$ cat src/hw/rtl/ir_line_position_estimator_assert.svh
// Assertion macros for the line position estimator.
// Uses clk and rst of the module that includes this header.
`ifndef IR_LINE_POSITION_ESTIMATOR_ASSERT_SVH
`define IR_LINE_POSITION_ESTIMATOR_ASSERT_SVH

// Checks a property at every rising clock edge outside reset.
`define LPE_ASSERT(lbl, prop, msg) \
  lbl: assert property (@(posedge clk) disable iff (rst) (prop)) else $error(msg);

// Checks a property at every rising clock edge, reset included.
`define LPE_ASSERT_ALWAYS(lbl, prop, msg) \
  lbl: assert property (@(posedge clk) (prop)) else $error(msg);

`endif

$ cat src/hw/rtl/lpe_pkg.sv
// Shared types and constants of the line position estimator.
// No dependencies.
package lpe_pkg;

  localparam int LANES      = 7;
  localparam int CENTRE     = 3;
  localparam int FRAC_BITS  = 8;
  localparam int SAMPLE_W   = 10;
  localparam int WEIGHT_W   = 14;
  localparam int POS_W      = 22;
  localparam int INDEX_W    = 3;
  localparam int NORM_W     = 11;
  localparam int SUM_W      = 27;
  localparam int DEN_W      = 13;
  localparam int DIV_NW     = 36;
  localparam int DIV_DW     = 14;
  localparam int DIV_CNT_W  = 6;

  localparam logic [NORM_W-1:0] FULL_SCALE = 11'd1000;

  typedef struct packed {
    logic                     start;
    logic signed [DIV_NW-1:0] dividend;
    logic signed [DIV_DW-1:0] divisor;
  } div_req_t;

  typedef struct packed {
    logic                     busy;
    logic                     done;
    logic signed [DIV_NW-1:0] quotient;
  } div_rsp_t;

endpackage

$ cat src/hw/rtl/lpe_if.sv
// Handshake channels of the line position estimator: frame, result and register write.
// Depends on lpe_pkg.
interface lpe_frame_if;
  logic                            valid;
  logic                            ready;
  logic                            kind;
  logic [lpe_pkg::SAMPLE_W-1:0]    sample_0;
  logic [lpe_pkg::SAMPLE_W-1:0]    sample_1;
  logic [lpe_pkg::SAMPLE_W-1:0]    sample_2;
  logic [lpe_pkg::SAMPLE_W-1:0]    sample_3;
  logic [lpe_pkg::SAMPLE_W-1:0]    sample_4;
  logic [lpe_pkg::SAMPLE_W-1:0]    sample_5;
  logic [lpe_pkg::SAMPLE_W-1:0]    sample_6;
  modport source (output valid, kind, sample_0, sample_1, sample_2, sample_3, sample_4,
                  sample_5, sample_6, input ready);
  modport sink (input valid, kind, sample_0, sample_1, sample_2, sample_3, sample_4,
                sample_5, sample_6, output ready);
endinterface

interface lpe_result_if;
  logic                             valid;
  logic                             ready;
  logic signed [lpe_pkg::POS_W-1:0] line_position;
  logic signed [lpe_pkg::POS_W-1:0] left_position;
  logic signed [lpe_pkg::POS_W-1:0] right_position;
  logic                             line_valid;
  logic                             left_valid;
  logic                             right_valid;
  modport source (output valid, line_position, left_position, right_position, line_valid,
                  left_valid, right_valid, input ready);
  modport sink (input valid, line_position, left_position, right_position, line_valid,
                left_valid, right_valid, output ready);
endinterface

interface lpe_cfg_if;
  logic                                valid;
  logic                                ready;
  logic [lpe_pkg::INDEX_W-1:0]         index;
  logic signed [lpe_pkg::WEIGHT_W-1:0] data;
  modport source (output valid, index, data, input ready);
  modport sink (input valid, index, data, output ready);
endinterface

$ cat src/hw/rtl/lpe_divider.sv
// Shared signed divider, restoring, one quotient bit per cycle, truncating toward zero.
// Depends on lpe_pkg.
module lpe_divider (
  input  logic              clk,
  input  logic              rst,
  input  lpe_pkg::div_req_t req,
  output lpe_pkg::div_rsp_t rsp
);

  logic                             busy;
  logic                             done;
  logic                             neg;
  logic [lpe_pkg::DIV_CNT_W-1:0]    count;
  logic [lpe_pkg::DIV_NW-1:0]       acc;
  logic [lpe_pkg::DIV_DW-1:0]       rem;
  logic [lpe_pkg::DIV_DW-1:0]       dmag;
  logic [lpe_pkg::DIV_DW:0]         trial;
  logic                             qbit;

  assign trial = {rem, acc[lpe_pkg::DIV_NW-1]};
  assign qbit  = (trial >= {1'b0, dmag});

  always_ff @(posedge clk) begin
    if (rst) begin
      busy <= 1'b0;
      done <= 1'b0;
    end else begin
      done <= 1'b0;
      if (req.start) begin
        busy  <= 1'b1;
        count <= lpe_pkg::DIV_CNT_W'(lpe_pkg::DIV_NW - 1);
        neg   <= req.dividend[lpe_pkg::DIV_NW-1] ^ req.divisor[lpe_pkg::DIV_DW-1];
        acc   <= req.dividend[lpe_pkg::DIV_NW-1] ? (~req.dividend + 1'b1) : req.dividend;
        dmag  <= req.divisor[lpe_pkg::DIV_DW-1] ? (~req.divisor + 1'b1) : req.divisor;
        rem   <= '0;
      end else if (busy) begin
        rem <= qbit ? lpe_pkg::DIV_DW'(trial - {1'b0, dmag}) : trial[lpe_pkg::DIV_DW-1:0];
        acc <= {acc[lpe_pkg::DIV_NW-2:0], qbit};
        if (count == '0) begin
          busy <= 1'b0;
          done <= 1'b1;
        end else begin
          count <= count - 1'b1;
        end
      end
    end
  end

  assign rsp.busy     = busy;
  assign rsp.done     = done;
  assign rsp.quotient = neg ? $signed(~acc + 1'b1) : $signed(acc);

endmodule

$ cat src/hw/rtl/ir_line_position_estimator.sv
// Top level of the infrared line position estimator.
// Depends on lpe_pkg, lpe_if.sv, lpe_divider and ir_line_position_estimator_assert.svh.
// A calibration frame widens the per-sensor minima and maxima; the sequencer stays idle.
// A measure frame runs SENSOR_COUNT normalising divisions and three centroid divisions
// through one shared 36-bit divider that gives one quotient bit per cycle. Each sensor
// passes through NORM_START, NORM_WAIT for its quotient and ACCUM for its
// multiply-accumulate, each centroid through CENT_START and CENT_WAIT. The frame ends
// in FINISH, which loads the result register once that register is free or emptied.
// A sensor with equal minimum and maximum skips its division and goes straight to
// ACCUM; a centroid with a zero sum skips its division. The frame channel is not ready
// while a frame is in work; a finished result waits in the output register while the
// next frame is taken.
`include "ir_line_position_estimator_assert.svh"

module ir_line_position_estimator #(
  parameter int SENSOR_COUNT = 7
) (
  input logic        clk,
  input logic        rst,
  lpe_frame_if.sink  frame,
  lpe_result_if.source result,
  lpe_cfg_if.sink    cfg
);

  typedef enum logic [2:0] {
    IDLE, NORM_START, NORM_WAIT, ACCUM, CENT_START, CENT_WAIT, FINISH
  } state_t;

  state_t state;

  logic [lpe_pkg::SAMPLE_W-1:0]        sensor_minimum [lpe_pkg::LANES];
  logic [lpe_pkg::SAMPLE_W-1:0]        sensor_maximum [lpe_pkg::LANES];
  logic [lpe_pkg::SAMPLE_W-1:0]        sample         [lpe_pkg::LANES];
  logic [lpe_pkg::SAMPLE_W-1:0]        frame_sample   [lpe_pkg::LANES];
  logic signed [lpe_pkg::WEIGHT_W-1:0] weight         [lpe_pkg::LANES];

  logic [lpe_pkg::INDEX_W-1:0]       lane;
  logic [1:0]                        cent;
  logic [lpe_pkg::NORM_W-1:0]        norm;
  logic signed [lpe_pkg::SUM_W-1:0]  all_num, left_num, right_num;
  logic [lpe_pkg::DEN_W-1:0]         all_den, left_den, right_den;
  logic signed [lpe_pkg::POS_W-1:0]  pos [3];
  logic                              pos_ok [3];

  lpe_pkg::div_req_t div_req;
  lpe_pkg::div_rsp_t div_rsp;

  logic signed [lpe_pkg::NORM_W-1:0]   span;
  logic signed [lpe_pkg::NORM_W-1:0]   offset;
  logic signed [22:0]                  norm_num;
  logic signed [lpe_pkg::SUM_W-1:0]    cent_num;
  logic [lpe_pkg::DEN_W-1:0]           cent_den;
  logic signed [lpe_pkg::SUM_W-1:0]    product;
  logic                                is_left, is_right, last_lane;

  assign frame_sample[0] = frame.sample_0;
  assign frame_sample[1] = frame.sample_1;
  assign frame_sample[2] = frame.sample_2;
  assign frame_sample[3] = frame.sample_3;
  assign frame_sample[4] = frame.sample_4;
  assign frame_sample[5] = frame.sample_5;
  assign frame_sample[6] = frame.sample_6;

  assign span     = $signed({1'b0, sensor_maximum[lane]}) - $signed({1'b0, sensor_minimum[lane]});
  assign offset   = $signed({1'b0, sample[lane]}) - $signed({1'b0, sensor_minimum[lane]});
  assign norm_num = offset * $signed(-12'sd1000);
  assign product  = lpe_pkg::SUM_W'($signed({1'b0, norm}) * weight[lane]);
  assign is_left  = (lane < lpe_pkg::INDEX_W'(lpe_pkg::CENTRE));
  assign is_right = (lane > lpe_pkg::INDEX_W'(lpe_pkg::CENTRE));
  assign last_lane = (lane == lpe_pkg::INDEX_W'(SENSOR_COUNT - 1));

  always_comb begin
    case (cent)
      2'd0:    begin cent_num = all_num;   cent_den = all_den;   end
      2'd1:    begin cent_num = left_num;  cent_den = left_den;  end
      default: begin cent_num = right_num; cent_den = right_den; end
    endcase
  end

  always_comb begin
    div_req.start    = 1'b0;
    div_req.dividend = '0;
    div_req.divisor  = '0;
    if (state == NORM_START) begin
      div_req.start    = (span != '0);
      div_req.dividend = lpe_pkg::DIV_NW'(norm_num);
      div_req.divisor  = lpe_pkg::DIV_DW'(span);
    end else if (state == CENT_START) begin
      div_req.start    = (cent_den != '0);
      div_req.dividend = {cent_num[lpe_pkg::SUM_W-1], cent_num, {lpe_pkg::FRAC_BITS{1'b0}}};
      div_req.divisor  = $signed({1'b0, cent_den});
    end
  end

  lpe_divider u_divider (
    .clk (clk),
    .rst (rst),
    .req (div_req),
    .rsp (div_rsp)
  );

  assign frame.ready = (state == IDLE);
  assign cfg.ready   = 1'b1;

  always_ff @(posedge clk) begin
    if (rst) begin
      state        <= IDLE;
      result.valid <= 1'b0;
      for (int k = 0; k < lpe_pkg::LANES; k++) begin
        sensor_minimum[k] <= '1;
        sensor_maximum[k] <= '0;
        weight[k]         <= lpe_pkg::WEIGHT_W'((k - lpe_pkg::CENTRE) * 1000);
      end
    end else begin
      if (cfg.valid && (cfg.index < lpe_pkg::INDEX_W'(lpe_pkg::LANES))) begin
        weight[cfg.index] <= cfg.data;
      end
      // In FINISH the result register is refilled instead.
      if (result.valid && result.ready && (state != FINISH)) begin
        result.valid <= 1'b0;
      end
      case (state)
        IDLE: begin
          if (frame.valid) begin
            if (frame.kind) begin
              for (int k = 0; k < SENSOR_COUNT; k++) begin
                if (frame_sample[k] < sensor_minimum[k]) sensor_minimum[k] <= frame_sample[k];
                if (frame_sample[k] > sensor_maximum[k]) sensor_maximum[k] <= frame_sample[k];
              end
            end else begin
              for (int k = 0; k < lpe_pkg::LANES; k++) sample[k] <= frame_sample[k];
              lane      <= '0;
              all_num   <= '0;
              left_num  <= '0;
              right_num <= '0;
              all_den   <= '0;
              left_den  <= '0;
              right_den <= '0;
              state     <= NORM_START;
            end
          end
        end
        NORM_START: begin
          if (span == '0) begin
            norm  <= '0;
            state <= ACCUM;
          end else begin
            state <= NORM_WAIT;
          end
        end
        NORM_WAIT: begin
          if (div_rsp.done) begin
            // Saturate 1000 + quotient to the range 0 to 1000.
            if (div_rsp.quotient > 0) begin
              norm <= lpe_pkg::FULL_SCALE;
            end else if (div_rsp.quotient < -1000) begin
              norm <= '0;
            end else begin
              norm <= lpe_pkg::NORM_W'(div_rsp.quotient + 1000);
            end
            state <= ACCUM;
          end
        end
        ACCUM: begin
          all_num <= all_num + product;
          all_den <= all_den + lpe_pkg::DEN_W'(norm);
          if (is_left) begin
            left_num <= left_num + product;
            left_den <= left_den + lpe_pkg::DEN_W'(norm);
          end
          if (is_right) begin
            right_num <= right_num + product;
            right_den <= right_den + lpe_pkg::DEN_W'(norm);
          end
          if (last_lane) begin
            cent  <= 2'd0;
            state <= CENT_START;
          end else begin
            lane  <= lane + 1'b1;
            state <= NORM_START;
          end
        end
        CENT_START: begin
          if (cent_den == '0) begin
            pos[cent]    <= '0;
            pos_ok[cent] <= 1'b0;
            if (cent == 2'd2) state <= FINISH;
            else cent <= cent + 1'b1;
          end else begin
            state <= CENT_WAIT;
          end
        end
        CENT_WAIT: begin
          if (div_rsp.done) begin
            pos[cent]    <= div_rsp.quotient[lpe_pkg::POS_W-1:0];
            pos_ok[cent] <= 1'b1;
            if (cent == 2'd2) begin
              state <= FINISH;
            end else begin
              cent  <= cent + 1'b1;
              state <= CENT_START;
            end
          end
        end
        FINISH: begin
          // The result register must be free or be emptied in this cycle.
          if (!result.valid || result.ready) begin
            result.valid          <= 1'b1;
            result.line_position  <= pos[0];
            result.left_position  <= pos[1];
            result.right_position <= pos[2];
            result.line_valid     <= pos_ok[0];
            result.left_valid     <= pos_ok[1];
            result.right_valid    <= pos_ok[2];
            state                 <= IDLE;
          end
        end
        default: state <= IDLE;
      endcase
    end
  end

  `LPE_ASSERT(a_ready_not_dividing, frame.ready |-> !div_rsp.busy, "frame taken while divider busy")
  `LPE_ASSERT(a_done_when_waiting, div_rsp.done |-> (state == NORM_WAIT || state == CENT_WAIT), "divider result outside a wait state")
  `LPE_ASSERT(a_invalid_line_zero, (result.valid && !result.line_valid) |-> (result.line_position == '0), "invalid centroid not zero")
  `LPE_ASSERT_ALWAYS(a_reset_idle, rst |=> (state == IDLE && !result.valid), "reset did not clear the sequencer")

endmodule

$ cat src/flat_wrapper.sv
// flat-port wrapper written by rule: the top's interface ports become plain ports
module ir_line_position_estimator_flat 
#(
  parameter int SENSOR_COUNT = 7
)
  (clk, rst, frame_valid, frame_kind, frame_sample_0, frame_sample_1, frame_sample_2, frame_sample_3, frame_sample_4, frame_sample_5, frame_sample_6, frame_ready, result_valid, result_line_position, result_left_position, result_right_position, result_line_valid, result_left_valid, result_right_valid, result_ready, cfg_valid, cfg_index, cfg_data, cfg_ready);
  lpe_frame_if frame_i ();
  lpe_result_if result_i ();
  lpe_cfg_if cfg_i ();
  input logic clk;
  input logic rst;
  input wire logic [$bits(frame_i.valid)-1:0] frame_valid;
  input wire logic [$bits(frame_i.kind)-1:0] frame_kind;
  input wire logic [$bits(frame_i.sample_0)-1:0] frame_sample_0;
  input wire logic [$bits(frame_i.sample_1)-1:0] frame_sample_1;
  input wire logic [$bits(frame_i.sample_2)-1:0] frame_sample_2;
  input wire logic [$bits(frame_i.sample_3)-1:0] frame_sample_3;
  input wire logic [$bits(frame_i.sample_4)-1:0] frame_sample_4;
  input wire logic [$bits(frame_i.sample_5)-1:0] frame_sample_5;
  input wire logic [$bits(frame_i.sample_6)-1:0] frame_sample_6;
  output wire logic [$bits(frame_i.ready)-1:0] frame_ready;
  output wire logic [$bits(result_i.valid)-1:0] result_valid;
  output wire logic [$bits(result_i.line_position)-1:0] result_line_position;
  output wire logic [$bits(result_i.left_position)-1:0] result_left_position;
  output wire logic [$bits(result_i.right_position)-1:0] result_right_position;
  output wire logic [$bits(result_i.line_valid)-1:0] result_line_valid;
  output wire logic [$bits(result_i.left_valid)-1:0] result_left_valid;
  output wire logic [$bits(result_i.right_valid)-1:0] result_right_valid;
  input wire logic [$bits(result_i.ready)-1:0] result_ready;
  input wire logic [$bits(cfg_i.valid)-1:0] cfg_valid;
  input wire logic [$bits(cfg_i.index)-1:0] cfg_index;
  input wire logic [$bits(cfg_i.data)-1:0] cfg_data;
  output wire logic [$bits(cfg_i.ready)-1:0] cfg_ready;
  assign frame_i.valid = frame_valid;
  assign frame_i.kind = frame_kind;
  assign frame_i.sample_0 = frame_sample_0;
  assign frame_i.sample_1 = frame_sample_1;
  assign frame_i.sample_2 = frame_sample_2;
  assign frame_i.sample_3 = frame_sample_3;
  assign frame_i.sample_4 = frame_sample_4;
  assign frame_i.sample_5 = frame_sample_5;
  assign frame_i.sample_6 = frame_sample_6;
  assign frame_ready = frame_i.ready;
  assign result_valid = result_i.valid;
  assign result_line_position = result_i.line_position;
  assign result_left_position = result_i.left_position;
  assign result_right_position = result_i.right_position;
  assign result_line_valid = result_i.line_valid;
  assign result_left_valid = result_i.left_valid;
  assign result_right_valid = result_i.right_valid;
  assign result_i.ready = result_ready;
  assign cfg_i.valid = cfg_valid;
  assign cfg_i.index = cfg_index;
  assign cfg_i.data = cfg_data;
  assign cfg_ready = cfg_i.ready;
  ir_line_position_estimator #(.SENSOR_COUNT(SENSOR_COUNT)) u_core (.clk(clk), .rst(rst), .frame(frame_i), .result(result_i), .cfg(cfg_i));
endmodule
$ cat config.mk
export PLATFORM = sky130hd
export DESIGN_NAME = ir_line_position_estimator_flat
export DESIGN_NICKNAME = d
export VERILOG_FILES = /design/src/hw/rtl/lpe_pkg.sv /design/src/hw/rtl/lpe_if.sv /design/src/hw/rtl/lpe_divider.sv /design/src/hw/rtl/ir_line_position_estimator.sv /design/src/flat_wrapper.sv
export VERILOG_INCLUDE_DIRS = /design/src /design/src/hw/rtl
export SDC_FILE = /design/constraint.sdc
export NUM_CORES = 2
export LEC_CHECK = 0
export ABC_AREA = 1
export BUFFER_PORTS_ARGS = -buffer_cell sky130_fd_sc_hd__clkbuf_2
export CORE_MARGIN = 2
export CORE_UTILIZATION = 60
export CTS_BUF_LIST = sky130_fd_sc_hd__clkbuf_16
export CTS_CLUSTER_SIZE = 10
export DETAILED_ROUTE_END_ITERATION = 10
export GPL_TIMING_DRIVEN = 0
export PLACE_DENSITY_LB_ADDON = 0.3
export SLEW_MARGIN = 0
export SYNTH_ARGS = -nofsm -noshare
export SYNTH_HDL_FRONTEND = slang
export SYNTH_HIERARCHICAL = 1
export SYNTH_SLANG_ARGS = --single-unit
$ cat constraint.sdc
create_clock -name clk -period 19.1 [get_ports clk]
set_input_delay 4.775 -clock clk [delete_from_list [all_inputs] [get_ports clk]]
set_output_delay 4.775 -clock clk [all_outputs]
set_load 0.005 [all_outputs]
[Yosys cells after proc, flatten, opt, wreduce, memory -nomap -nowiden]
Memories as Yosys holds them, arrays and structs flattened. A register that Yosys moved wholly into a read port is not among the register bits.
Index checks and enable logic that the tools add are counted.
Storage, ports and cells
  bits in registers: 213
  RAM bits: 377
  bits of input ports: 93
  output and inout bits: 72
  logic and storage cells: 321
  memories: 6
Memory list
  u_core.weight: words 7, width 14, read ports 1, clocked after Yosys merged registers in 1, wr ports 7, line ir_line_position_estimator.sv:35  | logic signed [lpe_pkg::WEIGHT_W-1:0] weight [lpe_pkg::LANES];
  u_core.sample: words 7, width 10, read ports 1, clocked after Yosys merged registers in 1, wr ports 7, line ir_line_position_estimator.sv:33  | logic [lpe_pkg::SAMPLE_W-1:0] sample [lpe_pkg::LANES];
  u_core.sensor_maximum: words 7, width 10, read ports 8, clocked after Yosys merged registers in 1, wr ports 7, line ir_line_position_estimator.sv:32  | logic [lpe_pkg::SAMPLE_W-1:0] sensor_maximum [lpe_pkg::LANES];
  u_core.sensor_minimum: words 7, width 10, read ports 8, clocked after Yosys merged registers in 1, wr ports 7, line ir_line_position_estimator.sv:31  | logic [lpe_pkg::SAMPLE_W-1:0] sensor_minimum [lpe_pkg::LANES];
  u_core.pos: words 3, width 22, read ports 3, clocked after Yosys merged registers in 3, wr ports 1, line ir_line_position_estimator.sv:42  | logic signed [lpe_pkg::POS_W-1:0] pos [3];
  u_core.pos_ok: words 3, width 1, read ports 3, clocked after Yosys merged registers in 3, wr ports 1, line ir_line_position_estimator.sv:43  | logic pos_ok [3];
Cells by class
  add/sub/neg operators: 16
  $mul: 2
  order comparisons: 20
  eq/ne operators: 23
  multiplexer cells: 184
  bitwise gates (word level): 22
  reduce and logical (&&, ||, !) cells: 29
Operators by type and width (number)
  $pmux W27 S2: 4
  $mux W36: 4
  $mux W10: 14
  $mux W1: 112
  $mux W27: 4
  $pmux W13 S2: 4
  $mux W51: 2
  $add A27 B27 Y27: 3
  $add A36 B1 Y36 const B: 2
  $not A36 Y36: 2
  $gt A10 B10 Y1: 7
  $lt A10 B10 Y1: 7
  $mux W13: 5
  $mux W3: 16
  $mux W11: 4
  $mux W14: 3
  $add A13 B11 Y13: 3
  $gt A36 B1 Y1 const B: 1
  $lt A36 B11 Y1 const B: 1
  $mul A12 B14 Y26: 1
  $mux W22: 1
  $pmux W11 S2: 1
  $sub A10 B10 Y11: 2
  $pmux W3 S7: 1
  46 further kinds: 92

[Longest topological paths before layout]
  word-level depth: 9
  gate-level depth with buffers: 50
  mapped depth without buffers: 46

[Hierarchy]
The synthesis kept the hierarchy.
Modules (own cells, without submodules)
  ir_line_position_estimator: times used 1, cells each 4747, area an instance 41986.5 µm², seq. area each 17897.2 µm²
  lpe_divider: times used 1, cells each 913, area an instance 6288.5 µm², seq. area each 2172.1 µm²

[Worst setup path after synthesis]
OpenSTA, ideal clock, no wires.
  path kind: input port to flip-flop
  from: input port rst
  to: memory u_core/sample[0][0] (netlist name) (enable)
  setup time: 670 ps
  arrival time: 11871 ps
  data required time: 18430 ps
  setup slack: 6558 ps
  cell stages on the path: 3
  buffers on the path: 2
  path through: buf_2 clkbuf_1 nor4_1
RTL lines
  start: declaration: line flat_wrapper.sv:11  | input logic rst;
  end: declaration: line ir_line_position_estimator.sv:33

==> flow_summary.yaml <==
logic_synthesis:
  netlist_area_mm2: 0.0483
  syn_area_per_cell_um2: 8.53
  synth_warnings: 6
  netlist_instances: 5659
detailed_routing:
  routed.top_layer: "met4"
  vias_per_cell: 5.95
  drtIter0Drc: 4811
  wl_met2_um: 65200
  dr.pass1.iters: 8
  post_drt_wl_per_cell_um: 20.6
  wl_met3_um: 15500
  m1WireLength_um: 57500
  vias: 42000
  drc: 0
  antenna_left: 0
  wirelength_um: 145000
clocking:
  root_buffer: "clkbuf_16"
  hold_buffers: 0
  cts_tree: "yes"
  clockBufferDepth: 3
  cts_setup_buffers: 0
  cts-buffers-inserted: 81
  cts_resized: 0
  h-tree-depth: 3
  clk_latency_ns: 0.65
  clkSinkCount: 676
  path_clk_slew_ns: 0.05
sta:
  fmax_ghz: 0.102
  slew_headroom_pct: 4.36
  finalCritPeriodShare_pct: 51.5
  tns_ns: 0
  worst_pin_slew_ns: 1.43
  final_max_slew_viol_count: 0
  finalHoldViolCount: 0
  final.min_clock_period_ns: 9.83
  clock_skew_ns: 0.0422
  setup-violations-final: 0
  rsz0062_at_grt: "no"
worst_setup_path:
  critical_path_class: "flop to flop"
  start_kind: "flop"
  cp_data_arrival_time_ns: 10.31
  worstRegToRegCells: 31
  regToRegSetupSlack_ns: 9.27
  timing.rr.end: "u_core/right_num[25]"
  endpoint_kind: "flop"
  cpMaxStageDelayCell: "xor2_1"
  cp_max_fo: 10
  cp_top_family: "adder cells"
  critPathRequiredTime_ns: 19.58
  critPathMaxStageDelay_ns: 1.11
  cp_num_buf_inv: 7
placed_design:
  post-dp-hpwl_um: 114000
  gp_congestion: 1.03
  io_buffers: 162
finish:
  layout-drive-gt1-share_pct: 6.68
  fin_nets: 6610
  area_growth_pct: 10.1
status:
  status: "complete, no violations"
global_route:
  antenna_found_initial: 3
  grtUsageTotal_pct: 35.0
  grt_pass1_vias: 40500
  grt_overflow: 0
  grt_max_degree: 29
  grt_pass1_wl_um: 223000
min_path:
  hp-start: "u_core/pos[2][18]"
  hold_path_depth: 0
  hold_path.class: "flop to flop"
  whs_endpoint: "u_core/result.right_position[18]"
floorplan:
  coreArea_mm2: 0.0800
  die_w_um: 288
  ios: 165
  rows: 104
  start_util_pct: 60.3
  fp.dieH_um: 288
  die_area_mm2: 0.0827
flow_run:
  cap_violations: 0
## layer usage
metal  track usage (%)  vias up
met3              6.47      377
met1              47.3    19700
met4              15.6        0
met2              55.3     2411
li1                  -    19500
met5                 0        -
## per-stage QoR
stage,hold WS (ns),utilization (%),worst slack [ns],instances,area [um^2]
after floorplan,0.400,-,6.56,5679,48300
after global placement,0.401,63.1,3.33,6901,50500
after detailed placement,0.405,63.5,9.62,6923,50800
after CTS,0.417,66.4,9.56,7049,53100
after global routing,0.422,66.4,8.99,7050,53100
final,0.415,66.4,9.27,7050,53100
## state kept, by name, summed over array words and instances, names as in the netlist, 2 cells and up, named ones only
signal / flops
u_core/result.right_position: 22
u_core/norm: 11
u_core/sample: 70
u_core/result.left_position: 22
u_core/right_den: 13
u_core/pos_ok: 3
u_core/cent: 2
u_core/u_divider/acc: 36
u_core/pos: 66
u_core/lane: 3
u_core/sensor_maximum: 70
u_core/all_num: 27
u_core/result.line_position: 22
u_core/weight: 112
u_core/right_num: 27
u_core/u_divider/dmag: 14
u_core/all_den: 13
u_core/left_num: 27
u_core/u_divider/count: 6
u_core/u_divider/rem: 14
u_core/sensor_minimum: 70
u_core/state: 3
u_core/left_den: 13
## worst max path at each step
stage,from,to,cells past startpoint
CTS,flop,u_core/right_num[25],31
global placement,rst,u_core/sample[5][4],4
finish,flop,u_core/right_num[25],31
detailed placement,flop,u_core/right_num[25],31
floorplan,rst,u_core/sample[0][0],3
global route,flop,u_core/right_num[25],31
## placed cells by master, fill, tap and decap left out, drive strengths merged, types with 5 or more instances in the layout
cell type	count
edfxtp	653
dfxtp	23
conb	22
nand4	58
nor2	660
a21oi	459
o31ai	7
buf	70
a22o	5
o41ai	5
a21boi	13
nand3	205
inv	900
o21a	20
o2111ai	7
a211oi	8
fa	159
nor3	52
ha	412
o21bai	10
a31oi	22
or2	11
o22ai	19
o221ai	28
clkbuf	336
o2bb2ai	6
xor2	83
a21o	19
o211ai	33
nand3b	11
o21ai	449
xnor2	16
nand2	1154
clkinv	23
nor4	12
## layout make-up
class / count / area, um^2
plain buffers: 140 / 596
flip-flops and latches: 676 / 20100
diodes: 1 / 2.50
fillers: 6584 / 26900
well taps: 1060 / 1330
multi-input cells: 3984 / 24400
inverters: 879 / 3300
repair buffers: 184 / 1070
clock inverters: 44 / 277
clock buffers: 82 / 2050
Power is not shown: default switching activity piles up to over one toggle a cycle in this logic, so the estimate is an artifact.
